## config.mk

```make
export PLATFORM = sky130hd
export DESIGN_NAME = dtpb_divider
export DESIGN_NICKNAME = d
export VERILOG_FILES = /design/src/rtl/dtpb_pkg.sv /design/src/rtl/dtpb_divider.sv
export SDC_FILE = /design/constraint.sdc
export NUM_CORES = 2
export LEC_CHECK = 0
export BUFFER_PORTS_ARGS = -buffer_cell sky130_fd_sc_hd__buf_2
export CELL_PAD_IN_SITES_DETAIL_PLACEMENT = 1
export CELL_PAD_IN_SITES_GLOBAL_PLACEMENT = 1
export CORE_UTILIZATION = 30
export CTS_CLUSTER_SIZE = 14
export DETAILED_ROUTE_END_ITERATION = 6
export GPL_ROUTABILITY_DRIVEN = 0
export PLACE_DENSITY_LB_ADDON = 0.08
export SYNTH_ARGS = -nofsm -noshare
export SYNTH_HDL_FRONTEND = slang
export SYNTH_SLANG_ARGS = --single-unit
```

## constraint.sdc

```tcl
create_clock -name clk_i -period 13.99 [get_ports clk_i]
set_input_delay 0.6995 -clock clk_i [delete_from_list [all_inputs] [get_ports clk_i]]
set_output_delay 0.6995 -clock clk_i [all_outputs]
set_load 0.005 [all_outputs]
```

## src/rtl/dtpb_pkg.sv

```systemverilog
// ----------------------------------------------------------------------------
// dtpb_pkg
// Shared widths, register indexes, pipeline types and the divider step for
// the depth-to-point back-projection block.
// ----------------------------------------------------------------------------
package dtpb_pkg;

  localparam int unsigned COORD_W    = 12;
  localparam int unsigned DEPTH_W    = 16;
  localparam int unsigned COLOR_W    = 8;
  localparam int unsigned CAL_W      = 16;
  localparam int unsigned FRAME_W    = 13;
  localparam int unsigned POS_W      = 32;
  localparam int unsigned DIFF_W     = 17;
  localparam int unsigned MAG_W      = 16;
  localparam int unsigned PROD_W     = 32;
  localparam int unsigned NUM_W      = 36;
  localparam int unsigned DIV_BITS   = 4;
  localparam int unsigned DIV_STAGES = NUM_W / DIV_BITS;
  localparam int unsigned CFG_IDX_W  = 4;
  localparam int unsigned CFG_DATA_W = 16;

  localparam logic [CAL_W-1:0] DEFAULT_FOCAL16 = 16'd8400;

  typedef enum logic [CFG_IDX_W-1:0] {
    REG_FOCAL_X        = 4'd0,
    REG_FOCAL_Y        = 4'd1,
    REG_CENTRE_X       = 4'd2,
    REG_CENTRE_Y       = 4'd3,
    REG_FOCAL_OVERRIDE = 4'd4,
    REG_USE_DEFAULT    = 4'd5,
    REG_FRAME_WIDTH    = 4'd6,
    REG_FRAME_HEIGHT   = 4'd7
  } dtpb_reg_e;

  // effective calibration after override and default selection
  typedef struct packed {
    logic [CAL_W-1:0] fx;
    logic [CAL_W-1:0] fy;
    logic [CAL_W-1:0] cx;
    logic [CAL_W-1:0] cy;
  } dtpb_calib_t;

  // per-request data that rides alongside the arithmetic
  typedef struct packed {
    logic               point_valid;
    logic               neg_x;
    logic               neg_y;
    logic [DEPTH_W-1:0] z;
    logic [COLOR_W-1:0] blue;
    logic [COLOR_W-1:0] green;
    logic [COLOR_W-1:0] red;
  } dtpb_side_t;

  // one divider lane: partial remainder and dividend/quotient shift word
  typedef struct packed {
    logic [MAG_W-1:0] rem;
    logic [NUM_W-1:0] work;
  } dtpb_div_t;

  // DIV_BITS restoring division steps, quotient bits shift in at the bottom
  function automatic dtpb_div_t div_steps(dtpb_div_t s, logic [CAL_W-1:0] den);
    logic [MAG_W:0]   trial;
    logic [MAG_W-1:0] rem;
    logic [NUM_W-1:0] work;
    dtpb_div_t        res;
    rem  = s.rem;
    work = s.work;
    for (int i = 0; i < DIV_BITS; i++) begin
      trial = {rem, work[NUM_W-1]};
      work  = {work[NUM_W-2:0], 1'b0};
      if (trial >= {1'b0, den}) begin
        trial   = trial - {1'b0, den};
        work[0] = 1'b1;
      end
      rem = trial[MAG_W-1:0];
    end
    res.rem  = rem;
    res.work = work;
    return res;
  endfunction

endpackage

```

## src/rtl/dtpb_divider.sv

```systemverilog
// ----------------------------------------------------------------------------
// dtpb_divider
// Pipelined restoring divider, two lanes, DIV_BITS quotient bits per stage.
// ----------------------------------------------------------------------------
module dtpb_divider import dtpb_pkg::*; (
  input  logic             clk_i,
  input  logic             rst_ni,
  input  dtpb_calib_t      calib_i,
  input  logic             in_valid_i,
  output logic             in_ready_o,
  input  logic [NUM_W-1:0] num_x_i,
  input  logic [NUM_W-1:0] num_y_i,
  input  dtpb_side_t       side_i,
  output logic             out_valid_o,
  input  logic             out_ready_i,
  output logic [NUM_W-1:0] quo_x_o,
  output logic [NUM_W-1:0] quo_y_o,
  output dtpb_side_t       side_o
);

  localparam int unsigned LAST = DIV_STAGES - 1;

  logic [DIV_STAGES-1:0] v_q, rdy, src_v;
  dtpb_div_t             lx_q   [DIV_STAGES];
  dtpb_div_t             ly_q   [DIV_STAGES];
  dtpb_side_t            sd_q   [DIV_STAGES];
  dtpb_div_t             lx_d   [DIV_STAGES];
  dtpb_div_t             ly_d   [DIV_STAGES];
  dtpb_side_t            sd_d   [DIV_STAGES];
  dtpb_div_t             src_x, src_y;

  always_comb begin
    rdy[LAST] = !v_q[LAST] || out_ready_i;
    for (int k = LAST - 1; k >= 0; k--) begin
      rdy[k] = !v_q[k] || rdy[k+1];
    end
  end

  always_comb begin
    for (int k = 0; k < DIV_STAGES; k++) begin
      if (k == 0) begin
        src_v[k]   = in_valid_i;
        src_x.rem  = '0;
        src_x.work = num_x_i;
        src_y.rem  = '0;
        src_y.work = num_y_i;
        sd_d[k]    = side_i;
      end else begin
        src_v[k] = v_q[k-1];
        src_x    = lx_q[k-1];
        src_y    = ly_q[k-1];
        sd_d[k]  = sd_q[k-1];
      end
      lx_d[k] = div_steps(src_x, calib_i.fx);
      ly_d[k] = div_steps(src_y, calib_i.fy);
    end
  end

  always_ff @(posedge clk_i or negedge rst_ni) begin
    if (!rst_ni) begin
      v_q <= '0;
    end else begin
      for (int k = 0; k < DIV_STAGES; k++) begin
        if (rdy[k]) v_q[k] <= src_v[k];
      end
    end
  end

  always_ff @(posedge clk_i) begin
    for (int k = 0; k < DIV_STAGES; k++) begin
      if (rdy[k] && src_v[k]) begin
        lx_q[k] <= lx_d[k];
        ly_q[k] <= ly_d[k];
        sd_q[k] <= sd_d[k];
      end
    end
  end

  assign in_ready_o  = rdy[0];
  assign out_valid_o = v_q[LAST];
  assign quo_x_o     = lx_q[LAST].work;
  assign quo_y_o     = ly_q[LAST].work;
  assign side_o      = sd_q[LAST];

endmodule

```

==> impl_metrics.json <==
{
  "yosysTopAreaCell": "edfxtp_1",
  "startpoint": "lx_q[0][140]",
  "area_growth_pct": 13.7,
  "cts_resized": 0,
  "synth_top_flop_cell": "edfxtp_1",
  "path_common_cell": "o21ai_0",
  "fin_cells": 14800,
  "start_util": 0.302,
  "drtIter0Drc": 3722,
  "arrival_ns": 13.01,
  "num_vias": 77900,
  "vias_per_cell": 5.27,
  "cts_setup_buffers": 0,
  "synthTopCellsByCount": "edfxtp_1, ha_1, a21oi_1",
  "synth_most_common_cell": "edfxtp_1",
  "cts_tree": "done",
  "clk_latency_ns": 0.91,
  "multi_input_area_sq_um": 59000,
  "drtAntennaViolNets": 0,
  "tightest_slew_ns": 1.16,
  "top_level_ports": 300,
  "hpwl_microns": 259000,
  "regArea_sq_um": 39000,
  "slew_headroom": 0.225,
  "grt_pass1_vias": 81700,
  "period_needed_ns": 12.43,
  "timing.rr.start": "lx_q[0][140]",
  "yosysUniqueCellTypes": 118,
  "cp-start-kind": "flip-flop",
  "min_path_type": "in2reg",
  "die_h_microns": 582,
  "die-area_sq_um": 339000,
  "gr-usage-met3": 0.0190,
  "portBuffers": 267,
  "drv_slew": 0,
  "synth_edf_count": 1291,
  "crit_family": "compound AO/OA/AOI/OAI gates",
  "use_met2": 0.320,
  "cts_buffers": 162,
  "hold_viol": 0,
  "grt_pass1_wl_microns": 514000,
  "clk_path_buf_depth": 4,
  "finalSetupViolCount": 0,
  "syn_avg_cell_area_sq_um": 10.4,
  "routed_wl_microns": 342000,
  "min_from": "side_i[28]",
  "async_reset_ff_frac": 0.00692,
  "clk_pin_slew_ns": 0.06,
  "ys.warnings.count": 0,
  "routedWlPerCell_microns": 23.1,
  "yosysTopAreaCellShare": 0.384,
  "cts_max_level": 4,
  "dr.pass1.iters": 6,
  "grt-ovfl-total": 0,
  "synth_area_sq_um": 101000,
  "status": "completed",
  "grt_max_degree": 111,
  "dieWidth_microns": 582,
  "grt_setup_unrepaired": "false",
  "grt_antenna_before_repair": 24,
  "synthTopCellsByArea": "edfxtp_1, ha_1, mux2_2",
  "synth_nets": 11100,
  "busiest_layer": "met2",
  "drive_gt1_frac": 0.141,
  "drv_cap": 0,
  "grt_use_met1": 0.286,
  "period_share": 0.888,
  "ys_ff_latch": 1300,
  "fin_nets": 11600,
  "fin_setup_tns_ns": 0,
  "groute.usage.overall": 0.197,
  "ys_seq_area_frac": 0.386,
  "critPathMaxFanout": 16,
  "fin_skew_ns": 0.0884,
  "cpPeakStageDelay_ns": 0.57,
  "max_clock_freq_mhz": 80.5,
  "rows": 212,
  "nFillCells": 37300,
  "root_buffer": "clkbuf_16",
  "endpoint_kind": "flip-flop",
  "critical_path_buf_inv_count": 8,
  "clock-sinks": 1300,
  "dp.cells": 14400,
  "core_area_sq_um": 334000,
  "worstSetupPathType": "reg2reg",
  "holdBufCountCts": 98,
  "cp.required_ns": 14.57,
  "drc": 0,
  "syn_inst": 9739,
  "cp_slowest_cell": "mux2i_4"
}
[final cells by class]
type | instances | share of cell area
multi-input combinational | 7729 | 0.514
clock inverter | 103 | 0.00959
inverter | 496 | 0.0163
sequential | 1300 | 0.340
tap | 4387 | 0.0478
clock buffer | 190 | 0.0366
timing repair buffer | 583 | 0.0360
antenna | 8 | 0.000174
[worst paths after layout]
kind	to	slack, ns	cells after the start
setup / recovery	lx_q[0][207]	1.56	48
hold / removal	sd_q[0][28]	0.09	1
setup reg to reg	lx_q[0][207]	1.56	48
hold reg to reg	sd_q[0][297]	0.34	0
max in group asynchronous	v_q[5]	13.51	2
min in group asynchronous	v_q[8]	0.27	2
[per-stage QoR]
step,hold slack [ns],worst slack [ns],cell area [sq um],util
2_1_floorplan,0.400,0.426,101000,-
3_3_place_gp,0.400,0.981,108000,0.324
3_5_place_dp,0.405,0.915,108000,0.324
4_1_cts,0.00638,1.60,115000,0.343
5_1_grt,0.0483,0.581,115000,0.343
6_report,0.0870,1.56,115000,0.343
[kinds of logic after synthesis]
group	share of synthesized area
flops	0.386
mux	0.0743
simple gates	0.120
fa+ha+maj	0.153
buf+inv	0.0304
xor+xnor	0.0666
compound gates	0.170
[per-layer routing]
layer,routed length [microns],part of all wire
met1,173000,0.51
met5,49,0.00014
met4,5830,0.017
met3,9790,0.029
met2,153000,0.45
[flip-flops by register name (all words and copies together), names as in the netlist]
signal  cells
ly_q      452
v_q         9
lx_q      452
sd_q      387
[layout by cell type, fill, tap and decap left out, drive strengths merged, types with 190 or more instances in the layout]
| cell type | n |
|---|---|
| o21a | 194 |
| a21oi | 742 |
| ha | 1124 |
| mux2 | 572 |
| nor3 | 222 |
| inv | 505 |
| clkbuf | 190 |
| buf | 485 |
| o21ai | 564 |
| xnor2 | 547 |
| a21o | 283 |
| edfxtp | 1291 |
| xor2 | 221 |
| nor2 | 663 |
| nand2 | 587 |
Power is left out: the tool's default activity adds up to more than one toggle a clock period on the data nets, which glitch-free logic cannot reach.
