[config.mk]
export PLATFORM = sky130hd
export DESIGN_NAME = dtpb_premul
export DESIGN_NICKNAME = d
export VERILOG_FILES = /design/src/rtl/dtpb_pkg.sv /design/src/rtl/dtpb_premul.sv
export SDC_FILE = /design/constraint.sdc
export NUM_CORES = 1
export LEC_CHECK = 0
export BUFFER_PORTS_ARGS = -buffer_cell sky130_fd_sc_hd__buf_2
export CELL_PAD_IN_SITES_DETAIL_PLACEMENT = 1
export CELL_PAD_IN_SITES_GLOBAL_PLACEMENT = 1
export CORE_MARGIN = 2
export CORE_UTILIZATION = 30
export CTS_BUF_LIST = sky130_fd_sc_hd__clkbuf_2
export DETAILED_ROUTE_END_ITERATION = 12
export PLACE_DENSITY = 0.63
export SETUP_SLACK_MARGIN = 0.3
export SLEW_MARGIN = 20
export SYNTH_ARGS = -nofsm -noshare
export SYNTH_HDL_FRONTEND = slang
export SYNTH_SLANG_ARGS = --single-unit
[constraint.sdc]
create_clock -name clk_i -period 7.2 [get_ports clk_i]
set_clock_uncertainty 0.15 [all_clocks]
set_input_delay 1.44 -clock clk_i [delete_from_list [all_inputs] [get_ports clk_i]]
set_output_delay 1.44 -clock clk_i [all_outputs]
set_load 0.005 [all_outputs]
[src/rtl/dtpb_pkg.sv]
// ----------------------------------------------------------------------------
// dtpb_pkg
// Shared widths, register indexes, pipeline types and the divider step for
// the depth-to-point back-projection block.
// ----------------------------------------------------------------------------
package dtpb_pkg;

  localparam int unsigned COORD_W    = 12;
  localparam int unsigned DEPTH_W    = 16;
  localparam int unsigned COLOR_W    = 8;
  localparam int unsigned CAL_W      = 16;
  localparam int unsigned FRAME_W    = 13;
  localparam int unsigned POS_W      = 32;
  localparam int unsigned DIFF_W     = 17;
  localparam int unsigned MAG_W      = 16;
  localparam int unsigned PROD_W     = 32;
  localparam int unsigned NUM_W      = 36;
  localparam int unsigned DIV_BITS   = 4;
  localparam int unsigned DIV_STAGES = NUM_W / DIV_BITS;
  localparam int unsigned CFG_IDX_W  = 4;
  localparam int unsigned CFG_DATA_W = 16;

  localparam logic [CAL_W-1:0] DEFAULT_FOCAL16 = 16'd8400;

  typedef enum logic [CFG_IDX_W-1:0] {
    REG_FOCAL_X        = 4'd0,
    REG_FOCAL_Y        = 4'd1,
    REG_CENTRE_X       = 4'd2,
    REG_CENTRE_Y       = 4'd3,
    REG_FOCAL_OVERRIDE = 4'd4,
    REG_USE_DEFAULT    = 4'd5,
    REG_FRAME_WIDTH    = 4'd6,
    REG_FRAME_HEIGHT   = 4'd7
  } dtpb_reg_e;

  // effective calibration after override and default selection
  typedef struct packed {
    logic [CAL_W-1:0] fx;
    logic [CAL_W-1:0] fy;
    logic [CAL_W-1:0] cx;
    logic [CAL_W-1:0] cy;
  } dtpb_calib_t;

  // per-request data that rides alongside the arithmetic
  typedef struct packed {
    logic               point_valid;
    logic               neg_x;
    logic               neg_y;
    logic [DEPTH_W-1:0] z;
    logic [COLOR_W-1:0] blue;
    logic [COLOR_W-1:0] green;
    logic [COLOR_W-1:0] red;
  } dtpb_side_t;

  // one divider lane: partial remainder and dividend/quotient shift word
  typedef struct packed {
    logic [MAG_W-1:0] rem;
    logic [NUM_W-1:0] work;
  } dtpb_div_t;

  // DIV_BITS restoring division steps, quotient bits shift in at the bottom
  function automatic dtpb_div_t div_steps(dtpb_div_t s, logic [CAL_W-1:0] den);
    logic [MAG_W:0]   trial;
    logic [MAG_W-1:0] rem;
    logic [NUM_W-1:0] work;
    dtpb_div_t        res;
    rem  = s.rem;
    work = s.work;
    for (int i = 0; i < DIV_BITS; i++) begin
      trial = {rem, work[NUM_W-1]};
      work  = {work[NUM_W-2:0], 1'b0};
      if (trial >= {1'b0, den}) begin
        trial   = trial - {1'b0, den};
        work[0] = 1'b1;
      end
      rem = trial[MAG_W-1:0];
    end
    res.rem  = rem;
    res.work = work;
    return res;
  endfunction

endpackage

[src/rtl/dtpb_premul.sv]
// ----------------------------------------------------------------------------
// dtpb_premul
// Index clamp, centre offset and magnitude multiply by depth, two stages.
// ----------------------------------------------------------------------------
module dtpb_premul import dtpb_pkg::*; #(
  parameter int MAX_COLUMNS = 4096,
  parameter int MAX_ROWS    = 4096
) (
  input  logic               clk_i,
  input  logic               rst_ni,
  input  dtpb_calib_t        calib_i,
  input  logic               in_valid_i,
  output logic               in_ready_o,
  input  logic [COORD_W-1:0] column_i,
  input  logic [COORD_W-1:0] row_i,
  input  logic [DEPTH_W-1:0] depth_mm_i,
  input  logic [COLOR_W-1:0] blue_i,
  input  logic [COLOR_W-1:0] green_i,
  input  logic [COLOR_W-1:0] red_i,
  output logic               out_valid_o,
  input  logic               out_ready_i,
  output logic [NUM_W-1:0]   num_x_o,
  output logic [NUM_W-1:0]   num_y_o,
  output dtpb_side_t         side_o
);

  localparam logic [COORD_W-1:0] COL_LIMIT = COORD_W'(MAX_COLUMNS - 1);
  localparam logic [COORD_W-1:0] ROW_LIMIT = COORD_W'(MAX_ROWS - 1);

  logic               v1_q, v2_q, rdy1, rdy2;
  logic [DIFF_W-1:0]  dx_q, dy_q, dx_d, dy_d;
  dtpb_side_t         s1_q, s1_d, s2_q, s2_d;
  logic [COORD_W-1:0] col_c, row_c;
  logic [DIFF_W-1:0]  ax, ay;
  logic [PROD_W-1:0]  px, py;
  logic [NUM_W-1:0]   nx_q, ny_q;

  assign rdy2       = !v2_q || out_ready_i;
  assign rdy1       = !v1_q || rdy2;
  assign in_ready_o = rdy1;

  always_comb begin
    col_c             = (column_i > COL_LIMIT) ? COL_LIMIT : column_i;
    row_c             = (row_i > ROW_LIMIT) ? ROW_LIMIT : row_i;
    dx_d              = {1'b0, col_c, 4'b0} - {1'b0, calib_i.cx};
    dy_d              = {1'b0, row_c, 4'b0} - {1'b0, calib_i.cy};
    s1_d.point_valid  = (depth_mm_i != '0);
    s1_d.neg_x        = dx_d[DIFF_W-1];
    s1_d.neg_y        = dy_d[DIFF_W-1];
    s1_d.z            = depth_mm_i;
    s1_d.blue         = blue_i;
    s1_d.green        = green_i;
    s1_d.red          = red_i;
  end

  // magnitude fits in 16 bits, the sign rides in the side struct
  always_comb begin
    ax   = dx_q[DIFF_W-1] ? (~dx_q + DIFF_W'(1)) : dx_q;
    ay   = dy_q[DIFF_W-1] ? (~dy_q + DIFF_W'(1)) : dy_q;
    px   = PROD_W'(ax[MAG_W-1:0]) * PROD_W'(s1_q.z);
    py   = PROD_W'(ay[MAG_W-1:0]) * PROD_W'(s1_q.z);
    s2_d = s1_q;
  end

  always_ff @(posedge clk_i or negedge rst_ni) begin
    if (!rst_ni) begin
      v1_q <= 1'b0;
      v2_q <= 1'b0;
    end else begin
      if (rdy1) v1_q <= in_valid_i;
      if (rdy2) v2_q <= v1_q;
    end
  end

  always_ff @(posedge clk_i) begin
    if (rdy1 && in_valid_i) begin
      dx_q <= dx_d;
      dy_q <= dy_d;
      s1_q <= s1_d;
    end
    if (rdy2 && v1_q) begin
      nx_q <= {px, 4'b0};
      ny_q <= {py, 4'b0};
      s2_q <= s2_d;
    end
  end

  assign out_valid_o = v2_q;
  assign num_x_o     = nx_q;
  assign num_y_o     = ny_q;
  assign side_o      = s2_q;

endmodule

==> reports/summary.txt <==
Outcome - complete, but fails checks
Failing checks - negative setup slack
Area grow syn2layout - 24.1%
Total track usage - 16.5%
Clock Pin Slew Worst Setup and Hold Paths - 360 ps
First-pass GRT wire length - 112 mm
Commonest non-fill, non-tap cell in the layout - inv_1
DRT iter0 DRCs - 642
Die span in x - 291 µm
Yosys warnings - 0
DRT Pass-1 Iters - 5
Number of top-level pins - 249
Worst slew pin tran - 1230 ps
Ranking of synthesized cells by area - fa_1 31%, edfxtp_1 22%, ha_1 12%, inv_1 8.0%, and2_1 5.6%
Kind of critical path - reg2reg
Synth Flop Type - edfxtp_1
Vias - 18600
WL final - 68.2 mm
Fmax - 0.132 GHz
Die Ht - 291 µm
GRT overflow - 0
Initial antenna violation count - 3
CP Launch Type - flop
Final Non-Filler Cells - 4043
Slew HR - 17.8%
Initial Util - 30.3%
Tmin final - 7590 ps
Clock Tree Root - clkbuf_2
CTS H-tree depth - 4
Async S/R FF share, synth - 1.09%
Seq/Total Area, Yosys - 22.3%
Via density - 4.60
CTS tree - yes
Skew-Pair Late Insertion Delay - 1060 ps
Slowest library cell on the worst path - fa_1
DIE AREA - 84900 µm²
Crit-path most repeated cell - fa_1
Fin nets - 3712
Clock sink count - 184
DPL Wire Length - 55.7 mm
Worst Hold Class - reg2reg
Worst setup margin - -393 ps
Pin count of the biggest net entering global routing - 76
Post-synthesis cell count - 2527
Commonest cells after routing, fill and taps aside - 506 x inv_1, 380 x fa_1, 330 x nand2_1
Max Slew Vio Count - 0
DRC Markers - 0
Gpl congestion - 0.853
Post-synth EDFFs - 182
Max incr delay on CP - 560 ps
Setup violators final - 17
RSZ-0062 raised after global routing - true
Worst-path fanout max - 8
Cell Area, Synth - 24800 µm²
Row cnt - 105
Fin crit share - 105%
Max clock buf depth - 2
CP bufs+invs - 7
Worst Path Arrival - 8330 ps
Placed insts - 3949
Data required time of the worst path - 7930 ps
Count of cell types in the netlist - 68
TritonCTS Buffers - 17
Top cell type's share of synthesized area - 31.4%
Port Buffer Count - 208
Max Cap Viol - 0
Post-synth top area cell - fa_1
Core ar. - 81800 µm²
Fraction of layout cells with a size suffix above 1 - 24.4%
WL/cell - 16.9 µm
Delay-heaviest family, CP - adder cells
Syn_area_per_cell - 9.80 µm²
FF-to-FF setup slack - -390 ps
Critical Path Sink Type - flop
Vias in the first global route - 21300
Post-synthesis register bit count - 184
DRT antenna net count - 0
Final hold vios - 0
## registers in the layout, summed over array words and instances (netlist names)
register and count:
num_x_o 32, dx_q 17, s1_q 41, dy_q 17
out_valid_o 1, v1_q 1, num_y_o 32, side_o 43
## synthesized netlist by cell type, types with 14 or more instances
master	number
fa_1	388
nand2b_1	15
xor2_1	36
nor2_1	43
clkbuf_1	90
o21bai_1	14
nand3_1	18
a21oi_1	84
edfxtp_1	182
nand2_1	351
inv_1	530
a21o_1	28
and2_1	223
o21ai_0	63
ha_1	236
xnor2_1	68
## logic make-up after synthesis
kind of cell    count (synthesis)  synth area share, %
xor+xnor                      104                 3.68
flops                         184                 22.3
other cells                     1               0.0151
compound gates                259                 6.67
buf+inv                       632                 9.75
simple gates                  722                 14.3
fa+ha+maj                     624                 43.3
mux                             1               0.0404
## final timing paths
path | startpoint | end | cells past startpoint
min reg2reg | s1_q[21]$_DFFE_PP_ | side_o[21]$_DFFE_PP_ | 0
max reg2reg | dy_q[4]$_DFFE_PP_ | num_y_o[35]$_DFFE_PP_ | 28
max | dy_q[4]$_DFFE_PP_ | num_y_o[35]$_DFFE_PP_ | 28
min in group asynchronous | rst_ni | v1_q$_DFFE_PN0N_ | 2
min | s1_q[21]$_DFFE_PP_ | side_o[21]$_DFFE_PP_ | 0
max in group asynchronous | rst_ni | out_valid_o$_DFFE_PN0P_ | 2
## timing repair
action | CTS | global route
resized for setup | 143 | 77
endpoints found under the hold margin | 2 | 0
pin swaps | 100 | 50
buffers inserted | 38 | 17
endpoints found under the setup margin | 35 | 36
hold buffers | 1 | 0
## worst reg2reg max path, delay by kind of cell, from the launching register on
family          cells  cell delay (ps)
simple gates        7             1430
xor+xnor            1              170
compound gates      6             1440
fa+ha+maj           7             3170
buf+inv             7              660
flops               1              470
## metal layers
metal  wire (µm)  vias up  track usage [%]
met2       33900      294             28.8
met1       31300     9572             21.8
li1            -     8701                -
met5           0        -                0
met4         718        0             3.15
met3        2240       44             2.51
## final cells by class
type                       instances  area, µm²
tap                             1070       1340
inverter                         530       1990
clock inverter                    14        185
antenna                            4       10.0
fill                            9302      51100
sequential                       184       5520
clock buffer                      18       90.1
timing repair buffer             505       3680
multi-input combinational       1718      17900
## through the flow
step	setup slack [ps]	hold slack (ps)	area, µm²	utilization [%]	TNS [ps]
finish	-393	318	30700	37.6	-3510
global route	-681	151	30700	37.6	-8630
CTS	-395	129	30300	37.0	-3590
detailed placement	-618	255	29100	35.5	-8700
global placement	-435	250	29100	35.5	-4660
floorplan	-153	250	25200	-	-255
Power is left out: the tool's default activity adds up to more than one toggle a clock period on the data nets, which glitch-free logic cannot reach.
