[config.mk]
export PLATFORM = sky130hd
export DESIGN_NAME = dtpb_cfg_regs
export DESIGN_NICKNAME = d
export VERILOG_FILES = /design/src/rtl/dtpb_pkg.sv /design/src/rtl/dtpb_cfg_regs.sv
export SDC_FILE = /design/constraint.sdc
export NUM_CORES = 1
export LEC_CHECK = 0
export BUFFER_PORTS_ARGS = -buffer_cell sky130_fd_sc_hd__buf_2
export CAP_MARGIN = 20
export CORE_ASPECT_RATIO = 1.4
export CORE_MARGIN = 1.5
export CORE_UTILIZATION = 47
export DETAILED_ROUTE_END_ITERATION = 8
export PLACE_DENSITY = 0.8
export SYNTH_ARGS = -nofsm -noshare
export SYNTH_HDL_FRONTEND = slang
export SYNTH_SLANG_ARGS = --single-unit
[constraint.sdc]
create_clock -name clk_i -period 1.5 [get_ports clk_i]
set_input_delay 0.225 -clock clk_i [delete_from_list [all_inputs] [get_ports clk_i]]
set_output_delay 0.225 -clock clk_i [all_outputs]
set_load 0.03 [all_outputs]
[src/rtl/dtpb_pkg.sv]
// ----------------------------------------------------------------------------
// dtpb_pkg
// Shared widths, register indexes, pipeline types and the divider step for
// the depth-to-point back-projection block.
// ----------------------------------------------------------------------------
package dtpb_pkg;

  localparam int unsigned COORD_W    = 12;
  localparam int unsigned DEPTH_W    = 16;
  localparam int unsigned COLOR_W    = 8;
  localparam int unsigned CAL_W      = 16;
  localparam int unsigned FRAME_W    = 13;
  localparam int unsigned POS_W      = 32;
  localparam int unsigned DIFF_W     = 17;
  localparam int unsigned MAG_W      = 16;
  localparam int unsigned PROD_W     = 32;
  localparam int unsigned NUM_W      = 36;
  localparam int unsigned DIV_BITS   = 4;
  localparam int unsigned DIV_STAGES = NUM_W / DIV_BITS;
  localparam int unsigned CFG_IDX_W  = 4;
  localparam int unsigned CFG_DATA_W = 16;

  localparam logic [CAL_W-1:0] DEFAULT_FOCAL16 = 16'd8400;

  typedef enum logic [CFG_IDX_W-1:0] {
    REG_FOCAL_X        = 4'd0,
    REG_FOCAL_Y        = 4'd1,
    REG_CENTRE_X       = 4'd2,
    REG_CENTRE_Y       = 4'd3,
    REG_FOCAL_OVERRIDE = 4'd4,
    REG_USE_DEFAULT    = 4'd5,
    REG_FRAME_WIDTH    = 4'd6,
    REG_FRAME_HEIGHT   = 4'd7
  } dtpb_reg_e;

  // effective calibration after override and default selection
  typedef struct packed {
    logic [CAL_W-1:0] fx;
    logic [CAL_W-1:0] fy;
    logic [CAL_W-1:0] cx;
    logic [CAL_W-1:0] cy;
  } dtpb_calib_t;

  // per-request data that rides alongside the arithmetic
  typedef struct packed {
    logic               point_valid;
    logic               neg_x;
    logic               neg_y;
    logic [DEPTH_W-1:0] z;
    logic [COLOR_W-1:0] blue;
    logic [COLOR_W-1:0] green;
    logic [COLOR_W-1:0] red;
  } dtpb_side_t;

  // one divider lane: partial remainder and dividend/quotient shift word
  typedef struct packed {
    logic [MAG_W-1:0] rem;
    logic [NUM_W-1:0] work;
  } dtpb_div_t;

  // DIV_BITS restoring division steps, quotient bits shift in at the bottom
  function automatic dtpb_div_t div_steps(dtpb_div_t s, logic [CAL_W-1:0] den);
    logic [MAG_W:0]   trial;
    logic [MAG_W-1:0] rem;
    logic [NUM_W-1:0] work;
    dtpb_div_t        res;
    rem  = s.rem;
    work = s.work;
    for (int i = 0; i < DIV_BITS; i++) begin
      trial = {rem, work[NUM_W-1]};
      work  = {work[NUM_W-2:0], 1'b0};
      if (trial >= {1'b0, den}) begin
        trial   = trial - {1'b0, den};
        work[0] = 1'b1;
      end
      rem = trial[MAG_W-1:0];
    end
    res.rem  = rem;
    res.work = work;
    return res;
  endfunction

endpackage

[src/rtl/dtpb_cfg_regs.sv]
// ----------------------------------------------------------------------------
// dtpb_cfg_regs
// Configuration register file and effective calibration selection.
// ----------------------------------------------------------------------------
module dtpb_cfg_regs import dtpb_pkg::*; #(
  parameter int MAX_COLUMNS = 4096,
  parameter int MAX_ROWS    = 4096
) (
  input  logic                  clk_i,
  input  logic                  rst_ni,
  input  logic                  cfg_valid_i,
  output logic                  cfg_ready_o,
  input  logic [CFG_IDX_W-1:0]  cfg_index_i,
  input  logic [CFG_DATA_W-1:0] cfg_data_i,
  output dtpb_calib_t           calib_o
);

  localparam logic [FRAME_W-1:0] W_LIMIT = FRAME_W'(MAX_COLUMNS);
  localparam logic [FRAME_W-1:0] H_LIMIT = FRAME_W'(MAX_ROWS);

  logic [CAL_W-1:0]   focal_x_q, focal_y_q, centre_x_q, centre_y_q, override_q;
  logic               use_default_q;
  logic [FRAME_W-1:0] frame_w_q, frame_h_q;
  logic [FRAME_W-1:0] w_clamp, h_clamp;

  assign cfg_ready_o = 1'b1;

  always_ff @(posedge clk_i or negedge rst_ni) begin
    if (!rst_ni) begin
      focal_x_q     <= 16'd8400;
      focal_y_q     <= 16'd8400;
      centre_x_q    <= 16'd5120;
      centre_y_q    <= 16'd3840;
      override_q    <= '0;
      use_default_q <= 1'b0;
      frame_w_q     <= 13'd640;
      frame_h_q     <= 13'd480;
    end else if (cfg_valid_i) begin
      unique case (cfg_index_i)
        REG_FOCAL_X:        focal_x_q     <= cfg_data_i;
        REG_FOCAL_Y:        focal_y_q     <= cfg_data_i;
        REG_CENTRE_X:       centre_x_q    <= cfg_data_i;
        REG_CENTRE_Y:       centre_y_q    <= cfg_data_i;
        REG_FOCAL_OVERRIDE: override_q    <= cfg_data_i;
        REG_USE_DEFAULT:    use_default_q <= cfg_data_i[0];
        REG_FRAME_WIDTH:    frame_w_q     <= cfg_data_i[FRAME_W-1:0];
        REG_FRAME_HEIGHT:   frame_h_q     <= cfg_data_i[FRAME_W-1:0];
        default: ;
      endcase
    end
  end

  always_comb begin
    w_clamp    = (frame_w_q > W_LIMIT) ? W_LIMIT : frame_w_q;
    h_clamp    = (frame_h_q > H_LIMIT) ? H_LIMIT : frame_h_q;
    calib_o.fx = (override_q != '0) ? override_q : focal_x_q;
    calib_o.fy = (override_q != '0) ? override_q : focal_y_q;
    calib_o.cx = centre_x_q;
    calib_o.cy = centre_y_q;
    if (use_default_q) begin
      calib_o.fx = DEFAULT_FOCAL16;
      calib_o.fy = DEFAULT_FOCAL16;
      calib_o.cx = {w_clamp[FRAME_W-1:1], 4'b0};
      calib_o.cy = {h_clamp[FRAME_W-1:1], 4'b0};
    end
    // a zero focal length divides by one
    if (calib_o.fx == '0) calib_o.fx = CAL_W'(1);
    if (calib_o.fy == '0) calib_o.fy = CAL_W'(1);
  end

endmodule

==> flow_summary.json, run 1 <==
{
  "yosysMostFrequentCell": "mux2_2",
  "fin_ws_ns": -0.658,
  "setup_violations": 56,
  "ys_async_sr_fraction": 1.00,
  "die_h_um": 125,
  "drtAntennaViolNets": 0,
  "gp_congestion": 0.873,
  "drt_iter0_markers": 148,
  "arrival_ns": 1.93,
  "antenna_cells": 0,
  "cts_sinks": 107,
  "required_ns": 1.27,
  "cts_tree": "built",
  "rrSetupSlack_ns": 0.35,
  "clock_path_buffers": 2,
  "cts-htree-levels": 3,
  "synth_flop_cell": "dfrtp_1",
  "wl_per_cell_um": 21.3,
  "synth_area_leaders": "dfrtp_1, mux2_2, dfstp_2",
  "ir_drop_v": 0.000811,
  "endpoint": "calib_o[35]",
  "clk_pin_slew_ns": 0.08,
  "yosysTopAreaCell": "dfrtp_1",
  "grt_max_degree": 43,
  "rr_worst_depth": 3,
  "coreArea_um2": 10300,
  "grt_pass1_vias": 4180,
  "die-width_um": 90.0,
  "vias": 3998,
  "grt_pass1_wl_mm": 22.2,
  "cts_inserted_buffers": 9,
  "synth_seq_cells": 107,
  "num_io_pins": 88,
  "insertion_delay_ns": 0.34,
  "hold_violations": 0,
  "path_max_fanout": 13,
  "leakage_uw": 0.00330,
  "antenna_found_initial": 0,
  "row_count": 44,
  "nFillCells": 663,
  "syn_inst": 382,
  "portBuffers": 86,
  "areaGrowthSynthToFinish_pct": 50.0,
  "startpoint": "override_q[13]$_DFFE_PN0P_",
  "clockRootBuffer": "clkbuf_16",
  "grt-ovfl-total": 0,
  "gr-usage-all-layers": 0.258,
  "drive_above_1_share": 0.742,
  "r2r-start": "use_default_q$_DFFE_PN0P_",
  "rsz0062_at_grt": "true",
  "netlist_area_um2": 4970,
  "yosys.area.top_type_share": 0.438,
  "synth_edf_count": 0,
  "skew_ns": 0,
  "syn_nets": 405,
  "r2r-end": "use_default_q$_DFFE_PN0P_",
  "post-route-period-util": 1.44,
  "synthTopCellsByCount": "mux2_2, dfrtp_1, nor2_1",
  "drc": 0,
  "cp-end-kind": "output pin",
  "wl_mm": 14.7,
  "finalCriticalPeriod_ns": 2.16,
  "via_per_inst": 5.81,
  "pre_cts_slack_ns": -0.386,
  "path_class": "reg2out",
  "ys_warn_count": 0,
  "hpwl_mm": 9.85,
  "hold_class": "in2reg",
  "seq_area_frac_synth": 0.543,
  "drt_pre_antenna_iters": 4,
  "yosysUniqueCellTypes": 36,
  "fmax_mhz": 463,
  "die-area_um2": 11200,
  "final-max-slew-violation-count": 0,
  "holdWs_ns": 0.192,
  "power-per-cell-area_nw_per_um2": 1590,
  "violations": "setup timing",
  "maxCapViolCount": 0,
  "start_kind": "flop",
  "nets": 568,
  "initial_core_util": 0.481,
  "outcome": "finished, violations left",
  "syn_area_per_cell_um2": 13.0
}
worst max-delay path, cell delays in order, from the launching register on:
cell	delay, ns
dfrtp_1	0.43
nor4_4	0.34
and2_4	0.24
clkbuf_16	0.18
a31oi_1	0.11
nor2_2	0.13
buf_6	0.15
worst min path at each step:
stage | endpoint | slack [ns] | cells past startpoint | from
floorplan | centre_x_q[0]$_DFFE_PN0P_ | -0.07 | 0 | rst_ni
global placement | override_q[3]$_DFFE_PN0P_ | 0.15 | 1 | rst_ni
detailed placement | override_q[3]$_DFFE_PN0P_ | 0.16 | 1 | rst_ni
CTS | override_q[14]$_DFFE_PN0P_ | 0.18 | 2 | cfg_data_i[14]
global route | override_q[15]$_DFFE_PN0P_ | 0.19 | 2 | cfg_data_i[15]
finish | override_q[15]$_DFFE_PN0P_ | 0.19 | 2 | cfg_data_i[15]
sequential cells by signal, summed over array words and instances, names as in the netlist:
name,count
use_default_q,1
focal_x_q,16
centre_x_q,16
focal_y_q,16
frame_h_q,13
override_q,16
frame_w_q,13
centre_y_q,16
through the flow:
step | instances | cell area, µm² | util | power, µW | setup TNS (ns)
floorplan | 382 | 5390 | - | 6960 | -7.47
global placement | 670 | 6620 | 0.639 | 8550 | -14.23
detailed placement | 670 | 6620 | 0.639 | 8690 | -16.99
CTS | 688 | 7330 | 0.709 | 11700 | -31.23
global route | 688 | 7460 | 0.721 | 12300 | -34.71
finish | 688 | 7460 | 0.721 | 11900 | -31.59
where the power goes:
| group | switching [µW] | leakage [µW] | total [µW] | internal (µW) |
|---|---|---|---|---|
| Combinational | 2610 | 0.00189 | 5340 | 2740 |
| Clock | 1100 | 0.000137 | 2250 | 1150 |
| Sequential | 601 | 0.00127 | 4260 | 3650 |
cell usage in the layout (no fill, tap or decap), types with 10 or more instances in the layout:
| cell type | n |
|---|---|
| dfstp_2 | 20 |
| nor2_2 | 19 |
| mux2_2 | 106 |
| dfrtp_1 | 85 |
| a31oi_1 | 16 |
| buf_6 | 58 |
| buf_12 | 10 |
| buf_4 | 84 |
| buf_2 | 21 |
| clkbuf_16 | 10 |
| a22o_4 | 21 |
cells by family after synthesis:
group                  count (synthesis)  synth area share
DFF                                  107             0.543
other                                  1          0.000754
AOI/OAI and AO/OA                     63            0.0948
buffers and inverters                 26            0.0329
and+or+nand+nor                       77            0.0838
muxes                                108             0.244
area by class of cell:
type                       count  area, µm²  area share
clock buffer                   9        225      0.0302
clock inverter                 7       56.3     0.00755
multi-input combinational    249       2640       0.354
inverter                       1       7.51     0.00101
timing repair buffer         177       1650       0.222
sequential                   107       2710       0.363
tap                          138        173      0.0231
repair_timing:
| action | CTS | global route |
|---|---|---|
| cloned | 0 | 1 |
| resized for setup | 124 | 37 |
| setup buffers | 1 | 1 |
| endpoints found under the hold margin | 21 | 0 |
| pin swaps | 7 | 10 |
| endpoints found under the setup margin | 61 | 63 |
| hold buffers | 1 | 0 |
routing by layer:
layer  global-route usage  up-vias  part of all wire  wire, µm
met1                0.304     2049              0.39      5710
met2                0.447      144              0.52      7690
li1                     -     1756                 -         -
met3               0.0409       49             0.039       570
met4                0.142        0             0.048       697
met5                    0        -                 0         0
(Power assumes the default switching activity.)
==> run 2: changes to the inputs <==
Settings changed: BUFFER_PORTS_ARGS -buffer_cell sky130_fd_sc_hd__buf_2 to -buffer_cell sky130_fd_sc_hd__buf_4, CORE_UTILIZATION 47 to 50, PLACE_DENSITY 0.8 to 0.83.
==> flow_summary.json, run 2 (same netlist as run 1, synthesis figures left out) <==
{
  "hold_start": "cfg_data_i[15]",
  "pwr-share-comb": 0.464,
  "maxCapViolCount": 0,
  "sw_frac_of_total": 0.360,
  "antenna_found_initial": 0,
  "power-per-cell-area_nw_per_um2": 1570,
  "stdcell_area_um2": 7770,
  "drt_pre_antenna_iters": 4,
  "dpl_cell_area_um2": 6810,
  "r2r-end": "use_default_q$_DFFE_PN0P_",
  "areaGrowthSynthToFinish_pct": 56.2,
  "power.share.clock": 0.182,
  "critPathMaxStageDelay_ns": 0.43,
  "insertion_delay_ns": 0.35,
  "post-route-period-util": 1.44,
  "violations": "setup timing",
  "coreArea_um2": 9560,
  "start_kind": "flop",
  "vias": 4024,
  "path_class": "reg2out",
  "totalPowerFinal_uw": 12200,
  "clk_pin_slew_ns": 0.07,
  "clock_path_buffers": 2,
  "wl_per_cell_um": 22.3,
  "grt-ovfl-total": 0,
  "mostFrequentLayoutCells": "mux2_2, buf_4, dfrtp_1",
  "drive_above_1_share": 0.757,
  "hold_class": "in2reg",
  "fin_ws_ns": -0.661,
  "drt_iter0_markers": 219,
  "die_h_um": 121,
  "gr-usage-all-layers": 0.311,
  "hold-path-cell-count": 2,
  "outcome": "finished, violations left",
  "cts_sinks": 107,
  "wl_mm": 15.5,
  "holdWs_ns": 0.158,
  "cts-htree-levels": 3,
  "ir_drop_v": 0.00123,
  "clockRootBuffer": "clkbuf_16",
  "cts_inserted_buffers": 9,
  "leakage_uw": 0.00342,
  "postLayoutCoreUtil": 0.813,
  "die-area_um2": 10600,
  "pre_cts_slack_ns": -0.365,
  "rrSetupSlack_ns": 0.40,
  "cp-end-kind": "output pin",
  "arrival_ns": 1.94,
  "skew_ns": 0,
  "fmax_mhz": 463,
  "gp_congestion": 0.917,
  "rr_worst_depth": 4,
  "initial_core_util": 0.520,
  "finalCriticalPeriod_ns": 2.16,
  "switchingPower_uw": 4390,
  "required_ns": 1.27,
  "mostFrequentLayoutCell": "mux2_2",
  "grt_pass1_vias": 4324,
  "path_cells": "nor4_4 > buf_4 > nand4_1 > a21o_1 > o21ai_2 > buf_6",
  "r2r-start": "use_default_q$_DFFE_PN0P_",
  "grt_max_degree": 37,
  "hpwl_mm": 10.2,
  "slowest_stage": "dfrtp_2",
  "antenna_cells": 0,
  "hold_violations": 0,
  "row_count": 42,
  "hold_path_end": "override_q[15]$_DFFE_PN0P_",
  "setup_violations": 64,
  "grt_pass1_wl_mm": 24.0,
  "rsz0062_at_grt": "true",
  "seq_power_share": 0.354,
  "cts_tree": "built",
  "die-width_um": 87.3,
  "final-max-slew-violation-count": 0,
  "drc": 0,
  "via_per_inst": 5.78,
  "path_max_fanout": 2,
  "nets": 582,
  "num_io_pins": 88,
  "p_int_uw": 7790,
  "drtAntennaViolNets": 0,
  "portBuffers": 86
}
-- run 2: changes by cell type in the layout (fill, tap and decap cells not counted), moves of 3 or more --
cell      delta
nor4_4       +3
buf_6       +15
a31oi_2      -3
buf_8        +3
buf_2       -21
inv_6        -4
clkbuf_1     +3
buf_4       +19
nor2b_4      +4
-- run 2: metrics by stage --
stage	cells	setup TNS [ns]
floorplan	382	-7.47
global placement	668	-14.01
detailed placement	668	-15.77
CTS	697	-32.29
global route	696	-35.67
finish	696	-31.76
-- run 2: worst max-delay path by stage --
| stage | slack [ns] | to | startpoint | depth (start not counted) |
|---|---|---|---|---|
| 2_1_floorplan | -0.29 | calib_o[59] | override_q[8]$_DFFE_PN0P_ | 6 |
| 3_3_place_gp | -0.36 | calib_o[20] | frame_w_q[10]$_DFFE_PN0P_ | 7 |
| 3_5_place_dp | -0.36 | calib_o[20] | frame_w_q[9]$_DFFE_PN1P_ | 7 |
| 4_1_cts | -0.65 | calib_o[28] | frame_w_q[0]$_DFFE_PN0P_ | 8 |
| 6_report | -0.66 | calib_o[32] | override_q[12]$_DFFE_PN0P_ | 6 |
| 5_1_grt | -0.72 | calib_o[32] | override_q[12]$_DFFE_PN0P_ | 6 |
-- run 2: area by class of cell --
cell class	instances	area, µm²
inverters	1	7.51
multi-input cells	249	2760
repair buffers	191	1870
clock inverters	3	17.5
clock buffers	13	250
flip-flops and latches	107	2710
well taps	132	165
fillers	502	1790
-- run 2: repair_timing --
| item | 4_1_cts | 5_1_grt |
|---|---|---|
| resized for setup | 115 | 23 |
| hold buffers | 1 | 0 |
| endpoints found under the setup margin | 63 | 64 |
| pin swaps | 15 | 10 |
| buffers inserted | 9 | 4 |
| gates cloned | 3 | 0 |
| hold endpoints to repair | 17 | 0 |
-- run 2: layer usage --
| layer | vias up | track usage | part of all wire |
|---|---|---|---|
| met2 | 146 | 0.543 | 0.54 |
| met4 | 0 | 0.160 | 0.033 |
| li1 | 1783 | - | - |
| met5 | - | 0 | 0 |
| met1 | 2059 | 0.367 | 0.39 |
| met3 | 36 | 0.0401 | 0.038 |
-- run 2: power groups by stage --
stage	sequential [µW]	combinational (µW)	clock, µW
CTS	4250	5590	2210
global route	4380	5920	2340
floorplan	4140	2820	0
finish	4310	5650	2210
detailed placement	4210	4770	0
global placement	4160	4660	0
-- run 2: critical path: cells and delay by family (launching register included) --
kind | cells | cell delay (ns)
flops | 1 | 0.43
simple gates | 2 | 0.48
compound gates | 2 | 0.37
buf+inv | 2 | 0.32
